[src/sv/strip_to_list_degenerate_cull_top_macros.svh]
`ifndef STRIP_TO_LIST_DEGENERATE_CULL_TOP_MACROS_SVH
`define STRIP_TO_LIST_DEGENERATE_CULL_TOP_MACROS_SVH

// Same-cycle implication, off while reset is held.
`define STDC_ASSERT_SAME(label, clk, rst_n, ante, cons, msg) \
  label: assert property (@(posedge clk) disable iff (!rst_n) (ante) |-> (cons)) \
    else $error(msg);

// Next-cycle implication, off while reset is held.
`define STDC_ASSERT_NEXT(label, clk, rst_n, ante, cons, msg) \
  label: assert property (@(posedge clk) disable iff (!rst_n) (ante) |=> (cons)) \
    else $error(msg);

`endif

[src/sv/stdc_pkg.sv]
package stdc_pkg;

  localparam int IDX_W  = 12;
  localparam int POS_W  = 24;
  localparam int TEX_W  = 16;
  localparam int AREA_W = 24;

  localparam int VERTEX_DEPTH_DEF = 4096;
  localparam logic [AREA_W-1:0] MIN_AREA_RESET = AREA_W'(4);

  // vertex word: {uv_negative, z, y, x}
  localparam int VTX_W = 3 * POS_W + 1;

  localparam int DIFF_W  = POS_W + 1;
  localparam int PROD_W  = 2 * DIFF_W;
  localparam int CROSS_W = PROD_W + 1;
  localparam int MAG_W   = CROSS_W - 1;
  localparam int HALF_W  = MAG_W / 2;
  localparam int SQ_W    = 2 * MAG_W;
  localparam int SUM_W   = SQ_W + 2;
  localparam int THR_W   = 2 * AREA_W;
  localparam int AREA_SHIFT = 26;

  typedef enum logic {
    FUNC_LOAD  = 1'b0,
    FUNC_STRIP = 1'b1
  } stdc_func_t;

  typedef enum logic [3:0] {
    ST_IDLE,
    ST_RD_A,
    ST_RD_B,
    ST_RD_C,
    ST_RD_D,
    ST_MUL,
    ST_SUB,
    ST_ABS,
    ST_SQ,
    ST_ACC1,
    ST_ACC2,
    ST_CMP
  } stdc_state_t;

  typedef enum logic [1:0] {
    RD_SEL_A,
    RD_SEL_B,
    RD_SEL_C
  } stdc_rd_sel_t;

  typedef struct packed {
    logic         in_ready;
    stdc_rd_sel_t rd_sel;
    logic         cap_a;
    logic         cap_u;
    logic         cap_v;
    logic         en_mul;
    logic         en_sub;
    logic         en_abs;
    logic         en_sq;
    logic         en_acc1;
    logic         en_acc2;
    logic         out_load;
  } stdc_cmd_t;

  typedef struct packed {
    logic in_valid;
    logic tri_go;
    logic pass;
    logic out_free;
  } stdc_sts_t;

endpackage

[src/sv/stdc_ctrl.sv]
module stdc_ctrl (
  input  logic                clk,
  input  logic                rst_n,
  input  stdc_pkg::stdc_sts_t sts,
  output stdc_pkg::stdc_cmd_t cmd
);
  import stdc_pkg::*;

  stdc_state_t state_r, state_nxt;

  always_ff @(posedge clk) begin
    if (!rst_n) begin
      state_r <= ST_IDLE;
    end else begin
      state_r <= state_nxt;
    end
  end

  always_comb begin
    state_nxt  = state_r;
    cmd        = '0;
    cmd.rd_sel = RD_SEL_A;
    case (state_r)
      ST_IDLE: begin
        cmd.in_ready = 1'b1;
        if (sts.in_valid && sts.tri_go) begin
          state_nxt = ST_RD_A;
        end
      end
      ST_RD_A: begin
        cmd.rd_sel = RD_SEL_A;
        state_nxt  = ST_RD_B;
      end
      ST_RD_B: begin
        cmd.rd_sel = RD_SEL_B;
        cmd.cap_a  = 1'b1;
        state_nxt  = ST_RD_C;
      end
      ST_RD_C: begin
        cmd.rd_sel = RD_SEL_C;
        cmd.cap_u  = 1'b1;
        state_nxt  = ST_RD_D;
      end
      ST_RD_D: begin
        cmd.cap_v = 1'b1;
        state_nxt = ST_MUL;
      end
      ST_MUL: begin
        cmd.en_mul = 1'b1;
        state_nxt  = ST_SUB;
      end
      ST_SUB: begin
        cmd.en_sub = 1'b1;
        state_nxt  = ST_ABS;
      end
      ST_ABS: begin
        cmd.en_abs = 1'b1;
        state_nxt  = ST_SQ;
      end
      ST_SQ: begin
        cmd.en_sq = 1'b1;
        state_nxt = ST_ACC1;
      end
      ST_ACC1: begin
        cmd.en_acc1 = 1'b1;
        state_nxt   = ST_ACC2;
      end
      ST_ACC2: begin
        cmd.en_acc2 = 1'b1;
        state_nxt   = ST_CMP;
      end
      ST_CMP: begin
        // a passing triangle waits here until the output register can take it
        if (!sts.pass) begin
          state_nxt = ST_IDLE;
        end else if (sts.out_free) begin
          cmd.out_load = 1'b1;
          state_nxt    = ST_IDLE;
        end
      end
      default: begin
        state_nxt = ST_IDLE;
      end
    endcase
  end
endmodule

[config.mk]
export PLATFORM = sky130hd
export DESIGN_NAME = stdc_ctrl
export DESIGN_NICKNAME = d
export VERILOG_FILES = /design/src/sv/strip_to_list_degenerate_cull_top_macros.svh /design/src/sv/stdc_pkg.sv /design/src/sv/stdc_ctrl.sv
export SDC_FILE = /design/constraint.sdc
export NUM_CORES = 1
export LEC_CHECK = 0
export ABC_AREA = 1
export CAP_MARGIN = 15
export CORE_AREA = 10 10 47 49
export CTS_CLUSTER_SIZE = 28
export DETAILED_ROUTE_END_ITERATION = 12
export DIE_AREA = 0 0 57 59
export DONT_BUFFER_PORTS = 1
export GPL_ROUTABILITY_DRIVEN = 0
export HOLD_SLACK_MARGIN = 0.12
export MAX_ROUTING_LAYER = met4
export PLACE_DENSITY = 0.43
export SLEW_MARGIN = 20
export SYNTH_ARGS = -nofsm -noshare
export SYNTH_HDL_FRONTEND = slang
export SYNTH_SLANG_ARGS = --single-unit
[constraint.sdc]
create_clock -name clk -period 1 [get_ports clk]
set_input_delay 0.15 -clock clk [delete_from_list [all_inputs] [get_ports clk]]
set_output_delay 0.15 -clock clk [all_outputs]
set_load 0.005 [all_outputs]
==> out/qor.yml, run 1 <==
timing:
  tightest_slew_ns: 0.1827
  fin_ws_ns: -0.1506
  relSlewSlack_pct: 87.78
  drv_slew: 0
  fmax_ghz: 0.8691
  period_needed_ns: 1.151
  fin_crit_sh_pct: 115.1
  finClkSkew_ns: 0.006927
  rsz0062_at_grt: "true"
  hold_viol: 0
  setup_viol: 15
drt:
  drtIter0Drc: 1
  num_vias: 358
  routedWlPerCell_um: 12.70
  dr_wl_met3_um: 90
  wirelength_um: 978
  vias_per_cell: 4.649
  dr_wl_met2_um: 513
  post-route-drc-count: 0
  top_layer: "met4"
  dr.pass1.iters: 2
  antenna_left: 0
  wl_met1_um: 355
layout:
  largest_register: "state_r"
  nNetsFinal: 69
  largest_reg_flops: 4
  drive_gt1_share_pct: 67.21
  reg_top3: "state_r x4"
  antennaDiodeCount: 0
  final_common_cell: "nor2_2"
  areaGrowthSynthToFinish_pct: 65.70
  layout_common_cells: "7 x nor2_2, 6 x nor2_4, 6 x inv_1, 6 x buf_4, 5 x inv_2"
clock_tree:
  cts_tree: "built"
  clkLatencyLatePin_ns: 0.24
  cts.sinks: 4
  numCtsBuffers: 3
  clk_pin_slew_ns: 0.04
  ctsRootBufferMaster: "clkbuf_4"
  h-tree-depth: 1
  clock_path_buffers: 2
worst_setup_path:
  start_kind: "flop"
  crit_type: "flop to output port"
  cp_cell_sequence: "inv_6 > nor2_4 > nand3_2 > nor2_2"
  critPathMaxStageDelay_ns: 0.37
  critical_path.slowest_cell: "dfxtp_4"
  r2r_setup_slack_ns: -0.05
  worstPathMaxFanout: 5
  cp.required_ns: 0.85
  end_kind: "output port"
  arrival_ns: 1.00
global_route:
  grt_pass1_vias: 344
  grt.total_usage_pct: 5.961
  grt_overflow: 0
  grt_max_degree: 7
  grt_pass1_wl_mm: 1.469
  antenna_found_initial: 0
job:
  cap_violations: 0
synth:
  synth-compound-area-share_pct: 10.33
  synth-seq-cells: 4
  synth_top_family_by_area: "simple AND/OR/NAND/NOR gates"
  ys_warn_count: 0
  syn_inst: 52
  synth_xor_area_share_pct: 0
  synth_seq_area_share_pct: 26.45
  syn-cell-area_um2: 302.8
  synthesis.nets: 58
  synth-adder-area-share_pct: 0
  syn_avg_cell_area_um2: 5.823
  synth_cell_types: 14
  synth_simple_gate_area_share_pct: 43.39
  synth.area.mux_share_pct: 0
pwr:
  total_power_uw: 653.8
  peakVddDrop_mv: 0.4257
  power.leakage_nw: 0.2163
  power_density_nw_per_um2: 1303
worst_hold_path:
  hold_path_class: "input port to flop"
die:
  pin_count: 19
  rows: 14
  core_area_um2: 1401
  initial_core_util_pct: 21.61
  die_x_um: 57
  fp.dieArea_um2: 3363
  die_h_um: 59
placed_design:
  post-place-ws_ns: -0.01240
  hpwlAfterDp_um: 758.6
  io_buffers: 0
status:
  outcome: "finished with violations"
  violations: "setup timing"
## through the flow
stage / cells / TNS [ns] / hold slack (ns) / util (%) / cell area [µm²]
6_report: 77 / -1.501 / 0.1417 / 35.80 / 501.7
5_1_grt: 77 / -2.407 / 0.1415 / 35.80 / 501.7
4_1_cts: 76 / -1.757 / 0.1353 / 31.34 / 439.2
3_5_place_dp: 71 / -0.02126 / 0.3576 / 25.00 / 350.3
3_3_place_gp: 71 / -0.08432 / 0.3506 / 25.00 / 350.3
2_1_floorplan: 52 / -0.01635 / 0.3205 / - / 307.8
## metal layers
metal,up-vias,GRT usage [%]
met3,4,4.077
met2,12,10.23
met1,165,4.410
met4,0,4.027
li1,177,-
met5,-,-
## critical path, delay by kind of cell, from the launching register on
family        cells  cell delay (ns)
simple gates      3             0.35
buf+inv           1             0.05
flops             1             0.37
## kinds of logic after synthesis
kind of cell / Yosys count
simple gates: 27
compound gates: 6
flops: 4
buf+inv: 15
## layout make-up
class / count / area, µm²
well taps: 16 / 20.02
flip-flops and latches: 4 / 95.09
multi-input cells: 33 / 246.5
fillers: 160 / 899.6
clock buffers: 3 / 22.52
repair buffers: 7 / 55.05
inverters: 14 / 62.56
## final timing paths
kind,start,endpoint,depth (start not counted)
hold reg to reg,state_r[2],state_r[2],2
hold / removal,sts[0],state_r[3],3
setup / recovery,state_r[3],cmd[0],4
setup reg to reg,state_r[3],state_r[0],7
## synth_stat cells
| cell | count | area share (%) |
|---|---|---|
| a21oi_1 | 4 | 6.6 |
| nand3_2 | 2 | 6.6 |
| nand2_2 | 2 | 4.1 |
| dfxtp_1 | 4 | 26 |
| nand3_1 | 3 | 5.0 |
| o22ai_1 | 1 | 2.1 |
| inv_1 | 13 | 16 |
| nor2_1 | 12 | 15 |
| nor3_1 | 1 | 1.7 |
| o21ai_0 | 1 | 1.7 |
| nand2_1 | 4 | 5.0 |
| buf_4 | 1 | 2.5 |
| nor2_2 | 3 | 6.2 |
| inv_2 | 1 | 1.2 |
## where the power goes
part           switching (mW)  internal (mW)  total, mW
logic                   0.140         0.0845      0.224
clock network          0.0739          0.135      0.209
registers              0.0412          0.180      0.221
## timing repair
action / CTS / global route
resized for setup: 21 / 19
pin swaps: 1 / 3
setup endpoints to repair: 14 / 16
hold endpoints to repair: 2 / 0
buffers inserted: 1 / 1
hold buffers: 1 / 0
No activity file was read; power rests on OpenSTA's default activity.
==> inputs of run 2 (changes only) <==
Settings changed: SKIP_LAST_GASP from default to 1, TNS_END_PERCENT from default to 10.
==> out/qor.yml, run 2 (synthesized netlist as in run 1, its figures left out) <==
pwr:
  netSwitchingPower_uw: 211.2
  p_seq_share_pct: 34.9
  power.leakage_nw: 0.2013
  power_density_nw_per_um2: 1390
  p_clk_share_pct: 33.3
  p_int_uw: 394.2
  peakVddDrop_mv: 0.3574
  switching_share_pct: 34.89
  total_power_uw: 605.3
  p_comb_share_pct: 31.8
global_route:
  grt.total_usage_pct: 5.560
  antenna_found_initial: 0
  grt_overflow: 0
  grt_pass1_vias: 316
  grt_max_degree: 7
  grt_pass1_wl_mm: 1.366
worst_setup_path:
  worstPathMaxFanout: 4
  r2r_setup_slack_ns: -0.05
  rr_startpoint: "state_r[3]"
  reg2reg_to: "state_r[0]"
  crit_type: "flop to output port"
  end_kind: "output port"
  reg2regPathDepth: 6
  cp.required_ns: 0.85
  arrival_ns: 1.03
  start_kind: "flop"
timing:
  tightest_slew_ns: 0.2255
  fin_ws_ns: -0.1756
  relSlewSlack_pct: 84.91
  setup_viol: 14
  fin_tns_setup_ns: -1.955
  hold_viol: 0
  drv_slew: 0
  fmax_ghz: 0.8506
  fin_crit_sh_pct: 117.6
  finClkSkew_ns: 0.002557
  rsz0062_at_grt: "true"
  period_needed_ns: 1.176
die:
  rows: 14
  fp.dieArea_um2: 3363
  die_x_um: 57
  core_area_um2: 1401
  initial_core_util_pct: 21.61
  pin_count: 19
  die_h_um: 59
layout:
  drive_gt1_share_pct: 49.18
  largest_reg_flops: 4
  reg_top3: "state_r x4"
  largest_register: "state_r"
  final_cell_count_no_fill: 77
  nNetsFinal: 69
  nFillCells: 158
  layout_common_cells: "10 x inv_1, 7 x nor2_2, 6 x nor2_1, 6 x buf_4"
  antennaDiodeCount: 0
  areaGrowthSynthToFinish_pct: 43.80
  final_common_cell: "inv_1"
clock_tree:
  ctsRootBufferMaster: "clkbuf_4"
  clk_pin_slew_ns: 0.03
  clock_path_buffers: 2
  numCtsBuffers: 3
  h-tree-depth: 1
  clkLatencyLatePin_ns: 0.24
  cts_tree: "built"
  cts.sinks: 4
drt:
  routedWlPerCell_um: 11.82
  num_vias: 347
  vias_per_cell: 4.506
  dr_wl_met2_um: 443
  dr.pass1.iters: 4
  top_layer: "met4"
  dr_wl_met3_um: 89
  wirelength_um: 910
  antenna_left: 0
  drtIter0Drc: 14
  wl_met1_um: 358
  post-route-drc-count: 0
placed_design:
  dpl.cell_count: 71
  hpwlAfterDp_um: 758.6
  io_buffers: 0
  post-place-ws_ns: -0.01240
worst_hold_path:
  min_from: "sts[0]"
  hold_path_depth: 3
  min_to: "state_r[1]"
  hold_path_class: "input port to flop"
job:
  cap_violations: 0
status:
  outcome: "finished with violations"
  violations: "setup timing"
run 2: cell types whose count changed in the layout (fill, tap and decap cells not counted), moves of 3 or more:
cell | previous run | this run
nor2_1 | 2 | 6
inv_1 | 6 | 10
dfxtp_4 | 4 | 1
nor2_4 | 6 | 2
run 2: worst max-delay path by stage:
stage / to / slack [ns] / from
after global placement: cmd[2] / -0.03 / state_r[3]
final: cmd[1] / -0.18 / state_r[1]
after floorplan: cmd[10] / -0.02 / state_r[1]
after CTS: cmd[10] / -0.18 / state_r[1]
after detailed placement: cmd[1] / -0.01 / state_r[3]
after global routing: cmd[10] / -0.25 / state_r[1]
run 2: worst max-delay path: stages (launching register included):
cell and delay [ns]:
dfxtp_4 0.36, inv_2 0.04, nor2_4 0.10, inv_2 0.06, buf_4 0.13, nor2_2 0.10
run 2: metal layers:
layer | global-route usage [%] | vias to the layer above
li1 | - | 176
met1 | 4.410 | 155
met2 | 8.837 | 12
met3 | 4.077 | 4
met4 | 4.027 | 0
met5 | - | -
run 2: per-stage QoR:
step | hold slack [ns] | cell area, µm² | util [%]
after floorplan | 0.3205 | 307.8 | -
after CTS | 0.1373 | 410.4 | 29.29
final | 0.1447 | 435.4 | 31.07
after detailed placement | 0.3576 | 350.3 | 25.00
after global routing | 0.1492 | 435.4 | 31.07
after global placement | 0.3506 | 350.3 | 25.00
run 2: final cells by class:
class                      count  area [µm²]  area share (%)
timing repair buffer           7       55.05           12.64
inverter                      14       52.55           12.07
sequential                     4       86.33           19.83
clock buffer                   3       22.52           5.172
tap                           16       20.02           4.598
multi-input combinational     33       198.9           45.69
run 2: power by group through the flow:
stage | logic, mW | registers, mW | clock network (mW)
detailed placement | 0.157 | 0.200 | 0
global route | 0.218 | 0.214 | 0.221
finish | 0.193 | 0.211 | 0.202
global placement | 0.158 | 0.200 | 0
floorplan | 0.126 | 0.197 | 0
CTS | 0.173 | 0.205 | 0.208
run 2: repair_timing:
item,CTS,global route
hold endpoints to repair,2,0
pin swaps,0,2
resized for setup,11,5
buffers inserted,0,2
endpoints found under the setup margin,14,14
hold buffers,1,0
